`src/rtl/rpfa_ram.sv`:
```
// simple dual port synchronous ram, one write port and one registered read port
`default_nettype none

module rpfa_ram #(
	parameter int unsigned DEPTH = 16,
	parameter int unsigned WIDTH = 8
) (
	input  wire logic                     clk,
	input  wire logic                     we,
	input  wire logic [$clog2(DEPTH)-1:0] waddr,
	input  wire logic [WIDTH-1:0]         wdata,
	input  wire logic                     re,
	input  wire logic [$clog2(DEPTH)-1:0] raddr,
	output      logic [WIDTH-1:0]         rdata
);

	logic [WIDTH-1:0] mem_q [DEPTH];
	logic [WIDTH-1:0] rdata_q;

	always_ff @(posedge clk) begin
		if (we) begin
			mem_q[waddr] <= wdata;
		end
	end

	always_ff @(posedge clk) begin
		if (re) begin
			rdata_q <= mem_q[raddr];
		end
	end

	assign rdata = rdata_q;

endmodule

`default_nettype wire

```
`config.mk`:
```
export PLATFORM = sky130hd
export DESIGN_NAME = rpfa_ram
export DESIGN_NICKNAME = d
export VERILOG_FILES = /design/src/rtl/rpfa_ram.sv
export SDC_FILE = /design/constraint.sdc
export NUM_CORES = 1
export LEC_CHECK = 0
export BUFFER_PORTS_ARGS = -buffer_cell sky130_fd_sc_hd__buf_4
export CAP_MARGIN = 5
export CORE_UTILIZATION = 25
export DETAILED_ROUTE_END_ITERATION = 6
export PLACE_DENSITY = 0.47
export SYNTH_ARGS = -nofsm -noshare
export SYNTH_HDL_FRONTEND = slang
export SYNTH_SLANG_ARGS = --single-unit
```
`constraint.sdc`:
```
create_clock -name clk -period 2.7 [get_ports clk]
set_clock_uncertainty 0.15 [all_clocks]
set_input_delay 0.54 -clock clk [delete_from_list [all_inputs] [get_ports clk]]
set_output_delay 0.54 -clock clk [all_outputs]
set_load 0.005 [all_outputs]
```
# Word-level counts from Yosys, hierarchy flattened
# Memories as Yosys holds them, arrays and structs flattened. A register that Yosys moved wholly into a read port is not among the register bits.
# Cells that the tools add are included.
[word_totals] ram_bits=128 wordCells=3 in_bits=19 output_inout_bits=8 n_memories=1 register_bits=0
[mem_list] name="mem_q" depth=16 word_bits=8 rd=1 rd_clocked_by_memory_dff=1 wr=1 line="17" rtl="logic [WIDTH-1:0] mem_q [DEPTH];"
[op_classes] muxes=2
[op_table] cell="$mux 1" count=2

# Logic depth before layout (Yosys ltp)
# Gate-level depths: netlist of run 1.
[logic_depth] depth_word=2 depth_mapped=5 mapped_depth_nobuf=3

# Worst setup path after synthesis of run 1
# No wires, ideal clock.
[synth_timing] path_type="input to register" from="input waddr[2]" to="memory mem_q[0][0], enable pin" arrival_time_ns=1.650 setup_ns=0.383 path_stages=2 t_required_ns=2.167 path_buffers=0 slack_ns=0.517 path_cell_list="or3b_2 -> nor3_1"
[synth_rtl] element="start, declared" line="10" rtl="input wire logic [$clog2(DEPTH)-1:0] waddr,"
[synth_rtl] element="end, declared" line="17"
# Straight into the memory's write port.

==> out/metrics.cfg, run 1 <==
[grt]
grt_max_degree=33
antenna_found_initial=0
grt_overflow=0
grtUsageTotal_pct=11.2
grt_pass1_wl_mm=16.8
grt_pass1_vias=2585

[sta]
hold_viol_final=0
rsz0062_at_grt=no
max_freq_mhz=500
setup_viol=0
post-route-min-period_ps=2000
post-route-period-util_pct=74.1
worstMarginPinSlew_ps=492
fin_setup_tns_ps=0
slew_viol_final=0
max-slew-margin-rel_pct=67.2

[clock_tree]
htreeDepth=4
path_clk_slew_ps=60
cts_resized=0
worstSkewPairLatency_ps=410
cts_post_setup_buffers_inserted=0
cts_tree=yes
cts_root_buffer=clkbuf_16
cts.sinks=136
holdBufCountCts=0
clock_path_buffers=2
numCtsBuffers=17

[floorplanning]
dieArea_mm2=0.0215
die_w_um=147
chipHeight_um=147
core_area_mm2=0.0204
initial_utilization_pct=25.7
num_io_pins=27
row_count=52

[yosys]
yosysWarnings=0
netlist_area_mm2=0.00523
synth_seq_area_share_pct=78.1
syn_avg_cell_area_um2=22.8
syn_inst=229
syn_nets=248
synth_cell_types=18
ys_ff_latch=136

[routing]
via_per_inst=4.34
drc=0
ant_nets=0
drt_iter0_markers=154
wl_per_cell_um=19.6
dr.pass1.iters=4
routed_wl_mm=11.1
num_vias=2459

[power]
comb_power_share_pct=4.6
power_leakage_nw=2.13
power_density_mw_per_mm2=777
power.total_mw=5.01
vdd_ir_drop_max_uv=452
power.internal_mw=4.02
power_frac_clock_pct=47.6
p_seq_share_pct=47.8
switching_share_pct=19.7
switching_power_mw=0.988

[cells_and_area]
num-fill-cells=1963
drive_gt1_share_pct=31.3
multiInputGateArea_mm2=0.00106
antenna_cells=0
nNetsFinal=303
syn2layout_area_growth_pct=23.4
seqCellArea_mm2=0.00408

[critical_path]
critPathLaunchType=input port
endpoint=rdata[3]
cp-end-kind=register
cp-startpoint=raddr[0]
worstRegToRegCells=3
critPathKind=input port to register
cp.required_ps=2700
r2r_slack_ps=900
cp_max_fo=18
timing.rr.end=rdata[3]
regToRegStartpoint=mem_q[5][3]
arrival_ps=2000

[placed_design]
gp_congestion=0.704
dp_hpwl_mm=7.18
io_buffers=26

[outcome]
status=complete, no violations

[worst_hold_path]
hold_class=input port to register

[run]
maxCapViolations=0

-- kinds of logic after synthesis --
family,Yosys count,share of synthesized area (%)
buffers and inverters,10,1.65
DFF,136,78.1
muxes,32,14.8
and+or+nand+nor,35,3.14
AOI/OAI and AO/OA,16,2.30
-- sequential cells by signal, summed over array words and instances, names as in the netlist --
signal,cells
mem_q,128
rdata,8
-- how the worst min path moves through the flow --
| stage | endpoint | cells after the start | start |
|---|---|---|---|
| after detailed placement | rdata[4] | 3 | mem_q[11][4] |
| after floorplan | mem_q[0][0] | 0 | wdata[0] |
| after CTS | rdata[3] | 1 | re |
| final | rdata[3] | 1 | re |
| after global routing | rdata[3] | 1 | re |
| after global placement | rdata[3] | 3 | mem_q[12][3] |
-- metrics by stage --
stage | hold slack (ps) | utilization (%) | cell area [um^2] | setup slack (ps) | instances
2_1_floorplan | 489 | - | 5230 | 517 | 229
3_3_place_gp | 591 | 28.7 | 5840 | 241 | 535
3_5_place_dp | 598 | 28.7 | 5840 | 265 | 535
4_1_cts | 267 | 31.7 | 6450 | 706 | 567
5_1_grt | 275 | 31.7 | 6450 | 646 | 567
6_report | 282 | 31.7 | 6450 | 699 | 567
-- cells in the mapped netlist --
| master | number | area (um^2) |
|---|---|---|
| a22oi_1 | 16 | 120 |
| and2_1 | 1 | 6.26 |
| and2b_1 | 1 | 7.51 |
| buf_2 | 3 | 15.0 |
| buf_4 | 1 | 7.51 |
| buf_6 | 3 | 33.8 |
| clkdlybuf4s25_2 | 3 | 30.0 |
| edfxtp_1 | 136 | 4080 |
| mux4_1 | 14 | 368 |
| mux4_2 | 18 | 405 |
| nand2_1 | 9 | 33.8 |
| nand2b_1 | 2 | 12.5 |
| nand3_1 | 1 | 5.00 |
| nand3b_1 | 2 | 15.0 |
| nor2_1 | 13 | 48.8 |
| nor2b_1 | 1 | 6.26 |
| nor3_1 | 4 | 20.0 |
| or3b_2 | 1 | 8.76 |
-- cell type report --
class | instances | area share [%]
Tap cell | 270 | 5.24
Clock inverter | 13 | 2.77
Multi-Input combinational cell | 83 | 16.4
Clock buffer | 19 | 6.71
Sequential cell | 136 | 63.3
Timing Repair Buffer | 46 | 5.55
-- placed cells by master, fill, tap and decap left out, types with 3 or more instances in the layout --
| cell type | Yosys | routed |
|---|---|---|
| a22oi_1 | 16 | 16 |
| buf_4 | 1 | 45 |
| bufinv_16 | 0 | 4 |
| clkbuf_16 | 0 | 17 |
| clkinv_4 | 0 | 3 |
| edfxtp_1 | 136 | 136 |
| mux4_1 | 14 | 14 |
| mux4_2 | 18 | 18 |
| nand2_1 | 9 | 9 |
| nor2_1 | 13 | 13 |
| nor3_1 | 4 | 4 |
-- worst max-delay path: stages --
cell	delay, ps
buf_4	320
mux4_1	670
a22oi_1	350
nand2_1	120
-- power by group through the flow --
stage	combinational, mW	sequential (mW)	clock [mW]
floorplan	0.120	2.43	0
global placement	0.234	2.44	0
detailed placement	0.238	2.44	0
CTS	0.239	2.39	2.42
global route	0.255	2.40	2.51
finish	0.232	2.39	2.38
-- routing by layer --
metal / global-route usage (%) / wire, um / up-vias
met5: 0 / 0 / -
met4: 4.06 / 123 / 0
met3: 3.50 / 434 / 13
met2: 16.0 / 4900 / 66
met1: 16.0 / 5650 / 1286
li1: - / - / 1094
Power figures use the tool's default switching activity.
==> run 2, diff against run 1 <==
- ABC_AREA: not set -> 1
- clock period: 2.7 -> 1.99 ns (I/O delays scaled with it)
==> run 2 against run 1 <==
Against the previous run: cell count rose by 63%; synthesized cell count rose by 140%; worst setup slack got worse by 250 ps; area after synthesis rose by 12%; wire length rose by 27%; total power rose by 29%; core utilization fell by 0.91 points; non-clock buffer count rose by 6; sequential share of layout area fell by 5.0 points; critical endpoint is now rdata[0]; largest power group unchanged.
==> out/metrics.cfg, run 2 <==
[yosys]
synth_edf_count=136  ; unchanged
ys_ff_latch=136  ; unchanged
async_flop_share_pct=0  ; unchanged
ys.flop_type=edfxtp_1
syn_inst=551  ; +140%
synth_area_leader_cell=edfxtp_1
synth_top_family_by_area=simple AND/OR/NAND/NOR gates
synth_common_cells=nand2_1, edfxtp_1, inv_1
synth.area.mux_share_pct=0  ; -15 points
syn_nets=570  ; +130%
yosysWarnings=0  ; unchanged
yosysMostFrequentCell=nand2_1
syn_avg_cell_area_um2=10.6  ; -54%
yosys.area_share.simple_pct=20.8  ; +18 points
netlist_area_mm2=0.00585  ; +12%
yosysTopAreaCellShare_pct=69.8  ; -8.3 points
synthAdderAreaFrac_pct=0  ; unchanged
synth_seq_area_share_pct=69.8  ; -8.3 points
synthXorXnorAreaFrac_pct=0  ; unchanged
synth-compound-area-share_pct=0  ; -2.3 points
synth_cell_types=11  ; -7
synthTopCellsByArea=edfxtp_1, nand2_1, nand3_1

[grt]
grt_max_degree=49  ; +48%
grt_pass1_vias=3821  ; +48%
grt_overflow=0  ; unchanged
grt_use_met3_pct=2.37  ; -1.1 points
antenna_found_initial=0  ; unchanged
use_met1_pct=16.1  ; +0.060 points
grtUsageTotal_pct=12.5  ; +1.3 points
met2_usage_pct=20.0  ; +4.0 points
grt_pass1_wl_mm=21.6  ; +29%
top_usage_layer=met2

[critical_path]
worstPathCellList=buf_4
path_buf_inv=1  ; unchanged
arrival_ps=990  ; -1010 ps
critPathKind=register to primary output
critPathMaxStageDelay_ps=410  ; -260 ps
cp-end-kind=primary output
cp.required_ps=1440  ; -1260 ps
crit_slowest_cell=edfxtp_1
cp_max_fo=1  ; -17
cp_top_family=flip-flops
critPathLaunchType=register

[clock_tree]
cts_post_setup_buffers_inserted=0  ; unchanged
clock_path_buffers=2  ; unchanged
worstSkewPairLatency_ps=420  ; about the same
cts_tree=yes
htreeDepth=4  ; unchanged
cts_resized=0  ; unchanged
cts.sinks=136  ; unchanged
holdBufCountCts=0  ; unchanged
path_clk_slew_ps=60  ; about the same
cts_root_buffer=clkbuf_16
numCtsBuffers=17  ; unchanged

[floorplanning]
die_w_um=155  ; +5.7%
initial_utilization_pct=25.7  ; about the same
dieArea_mm2=0.0240  ; +12%
chipHeight_um=155  ; +5.7%
row_count=55  ; +5.8%
num_io_pins=27  ; unchanged
core_area_mm2=0.0228  ; +12%

[worst_hold_path]
hold_class=input port to register

[routing]
drt_iter0_markers=255  ; +66%
routed_wl_mm=14.1  ; +27%
wl_per_cell_um=15.2  ; -22%
drc=0  ; unchanged
ant_nets=0  ; unchanged
via_per_inst=4.19  ; -3.4%
dr.pass1.iters=5  ; +1
num_vias=3866  ; +57%

[power]
vdd_ir_drop_max_uv=525  ; +16%
p_seq_share_pct=50.4  ; +2.6 points
power_frac_clock_pct=43.1  ; -4.5 points
switching_power_mw=1.40  ; +42%
switching_share_pct=21.8  ; +2.1 points
comb_power_share_pct=6.5  ; +1.9 points
power.total_mw=6.44  ; +29%
power_density_mw_per_mm2=919  ; +18%
power_leakage_nw=2.95  ; +38%
power.internal_mw=5.04  ; +25%

[run]
maxCapViolations=0  ; unchanged

[cells_and_area]
num-fill-cells=2348  ; +20%
drive_gt1_share_pct=13.0  ; -18 points
antenna_cells=0  ; unchanged
syn2layout_area_growth_pct=19.8
most-common-layout-cells=nand2_1, edfxtp_1, inv_1
largest_register=mem_q
mostFrequentLayoutCell=nand2_1
largest_register_ffs=128  ; unchanged
nNetsFinal=617  ; +100%

[sta]
max-slew-margin-rel_pct=78.6  ; +11 points
post-route-min-period_ps=1540
worstMarginPinSlew_ps=321  ; -171 ps
rsz0062_at_grt=no
setup_viol=0  ; unchanged
post-route-period-util_pct=77.2
slew_viol_final=0  ; unchanged
hold_viol_final=0  ; unchanged
max_freq_mhz=651
fin_setup_tns_ps=0  ; unchanged

[placed_design]
gp_congestion=0.815  ; +16%
dp_hpwl_mm=9.13  ; +27%
io_buffers=26  ; unchanged

[outcome]
status=complete, no violations

==> run 2: path summary, 6_finish.rpt <==
| path | from | end | slack [ps] | cells past startpoint |
|---|---|---|---|---|
| setup reg to reg | mem_q[1][6] | rdata[6] | 620 | 6 |
| hold / removal | re | rdata[3] | 140 | 1 |
| hold reg to reg | mem_q[12][2] | rdata[2] | 580 | 6 |
| setup / recovery | rdata[0] | rdata[0] | 450 | 1 |
==> run 2: logic make-up (layout without fill, tap and decap cells) <==
| group | Yosys count | after routing |
|---|---|---|
| flops | 136 | 136 |
| simple gates | 289 | 289 |
| buf+inv | 126 | 185 |
==> run 2: final cells by class <==
type,instances,area (um^2),area share [%]
repair buffers,52,415,5.93
inverters,102,383,5.47
well taps,313,392,5.59
clock buffers,18,429,6.13
flip-flops and latches,136,4080,58.3
clock inverters,13,88.8,1.27
multi-input cells,289,1210,17.3
==> run 2: per-layer routing <==
layer	part of all wire (%)	up-vias	wire length (um)
li1	-	1880	-
met1	46	1874	6420
met2	48	92	6680
met3	4.5	20	635
met4	2.2	0	316
met5	0	-	0
==> run 2: stage by stage <==
step | worst slack [ps] | instance area [um^2] | hold slack [ps] | std cells | util [%]
global route | 417 | 7010 | 129 | 923 | 30.8
CTS | 438 | 7010 | 120 | 923 | 30.8
detailed placement | 157 | 6490 | 563 | 892 | 28.5
floorplan | 491 | 5850 | 347 | 551 | -
finish | 454 | 7010 | 138 | 923 | 30.8
global placement | 165 | 6490 | 563 | 892 | 28.5
==> run 2: power by group through the flow <==
stage | clock [mW] | sequential, mW | combinational (mW)
after floorplan | 0 | 3.30 | 0.226
after global placement | 0 | 3.30 | 0.422
after detailed placement | 0 | 3.31 | 0.426
after CTS | 2.83 | 3.25 | 0.427
after global routing | 2.95 | 3.25 | 0.468
final | 2.77 | 3.25 | 0.419
==> run 3, diff against run 2 <==
- clock period: 1.99 -> 1.5 ns (I/O delays scaled with it)
==> run 3 against run 2 <==
Against the previous run: core utilization grew 0.34 points; total power up 32%; wire length rose by 0.99%; register-to-register slack worse by 470 ps; final area up 1.1%; critical path type unchanged; largest cell class unchanged.
==> out/metrics.cfg, run 3 (synthesis gave the netlist of run 2 again) <==
[power]
power.internal_mw=6.73  ; +34%
p_seq_share_pct=50.6  ; +0.2 points
switching_power_mw=1.79  ; +28%
vdd_ir_drop_max_uv=771  ; +47%
power.total_mw=8.52  ; +32%
comb_power_share_pct=6.9  ; +0.4 points
power_frac_clock_pct=42.5  ; -0.6 points
switching_share_pct=21.0  ; -0.77 points
power_leakage_nw=2.99  ; +1.3%
power_density_mw_per_mm2=1200  ; +31%

[sta]
max-slew-margin-rel_pct=77.6  ; -1.1 points
hold_viol_final=0  ; unchanged
post-route-min-period_ps=1460
worstMarginPinSlew_ps=336  ; +15.5 ps
whs_ps=49.4  ; -88.1 ps
rsz0062_at_grt=yes
max_freq_mhz=684
setup_viol=0  ; unchanged
post-route-period-util_pct=97.5
slew_viol_final=0  ; unchanged

[critical_path]
arrival_ps=1010  ; +20 ps
cp_max_fo=1  ; unchanged
timing.rr.end=rdata[7]
cp_top_family=flip-flops
worstRegToRegCells=6  ; unchanged
critPathKind=register to primary output
worstPathCellList=buf_6
regToRegStartpoint=mem_q[1][7]
cp.required_ps=1050  ; -390 ps
critPathMaxStageDelay_ps=450  ; +40 ps
path_buf_inv=1  ; unchanged
crit_slowest_cell=edfxtp_1
r2r_slack_ps=150  ; -470 ps
cp-end-kind=primary output
critPathLaunchType=register

[worst_hold_path]
hp-start=re
hold_path_end=rdata[3]
holdPathStages=1  ; unchanged
hold_class=input port to register

[grt]
antenna_found_initial=0  ; unchanged
grt_max_degree=42  ; -14%
grtUsageTotal_pct=13.0  ; +0.49 points
grt_pass1_vias=4086  ; +6.9%
grt_pass1_wl_mm=22.5  ; +3.7%
grt_overflow=0  ; unchanged

[clock_tree]
clock_path_buffers=2  ; unchanged
htreeDepth=4  ; unchanged
worstSkewPairLatency_ps=410  ; about the same
cts_tree=yes
numCtsBuffers=17  ; unchanged
cts_post_setup_buffers_inserted=0  ; unchanged
holdBufCountCts=0  ; unchanged
cts_root_buffer=clkbuf_16
path_clk_slew_ps=60  ; about the same
cts.sinks=136  ; unchanged

[routing]
via_per_inst=4.19  ; about the same
drc=0  ; unchanged
wl_per_cell_um=15.3  ; +0.55%
drt_iter0_markers=269  ; +5.5%
dr.pass1.iters=4  ; -1
routed_wl_mm=14.2  ; +0.99%
ant_nets=0  ; unchanged
num_vias=3880  ; +0.36%

[placed_design]
io_buffers=26  ; unchanged
gp_congestion=0.802  ; -1.6%
dp_hpwl_mm=9.33  ; +2.3%

[run]
maxCapViolations=0  ; unchanged

[cells_and_area]
largest_register=mem_q
mostFrequentLayoutCell=nand2_1
antenna_cells=0  ; unchanged
num-fill-cells=2332  ; -0.68%
drive_gt1_share_pct=13.0  ; +0.078 points
syn2layout_area_growth_pct=21.1
largest_register_ffs=128  ; unchanged
nNetsFinal=622  ; +0.81%
most-common-layout-cells=nand2_1, edfxtp_1, inv_1

[floorplanning]
die_w_um=155  ; unchanged
row_count=55  ; unchanged
dieArea_mm2=0.0240  ; unchanged
initial_utilization_pct=25.7  ; unchanged
num_io_pins=27  ; unchanged
chipHeight_um=155  ; unchanged
core_area_mm2=0.0228  ; unchanged

[outcome]
status=complete, no violations

-- run 3: power groups by stage --
stage	sequential [mW]	combinational, mW	clock, mW
5_1_grt	4.32	0.654	3.87
2_1_floorplan	4.38	0.300	0
3_3_place_gp	4.39	0.586	0
4_1_cts	4.31	0.593	3.72
6_report	4.31	0.585	3.62
3_5_place_dp	4.39	0.591	0
-- run 3: worst max-delay path by stage --
stage             start          end  slack, ps  depth (start not counted)
6_report       rdata[1]     rdata[1]         40                          1
5_1_grt        rdata[1]     rdata[1]         -1                          1
4_1_cts        rdata[1]     rdata[1]         10                          1
3_5_place_dp   raddr[0]     rdata[7]       -210                          8
3_3_place_gp   raddr[0]     rdata[7]       -200                          7
2_1_floorplan  waddr[3]  mem_q[4][0]        100                          2
-- run 3: metrics by stage --
stage | worst slack, ps | util, % | cells | TNS [ps] | instance area, um^2
after floorplan | 99.2 | - | 551 | 0 | 5850
after global placement | -204 | 28.9 | 897 | -965 | 6580
after detailed placement | -211 | 28.9 | 897 | -1210 | 6580
after CTS | 10.5 | 31.1 | 927 | 0 | 7080
after global routing | -1.20 | 31.1 | 927 | -1.20 | 7080
final | 38.2 | 31.1 | 927 | 0 | 7080
-- run 3: timing repair --
action                                  4_1_cts  5_1_grt
endpoints found under the setup margin        0        1
resized for setup                             0        1
endpoints found under the hold margin         0        0
-- run 3: metal layers --
layer	wire length, um	GRT usage (%)
met5	0	0
met3	564	3.45
met4	307	5.70
met2	6640	20.8
met1	6690	16.6
-- run 3: area by class of cell --
type	instances	area (um^2)	share of cell area [%]
Sequential cell	136	4080	57.7
Clock buffer	24	452	6.38
Timing Repair Buffer	57	507	7.15
Tap cell	313	392	5.53
Inverter	102	383	5.41
Clock inverter	6	52.6	0.742
Multi-Input combinational cell	289	1210	17.1
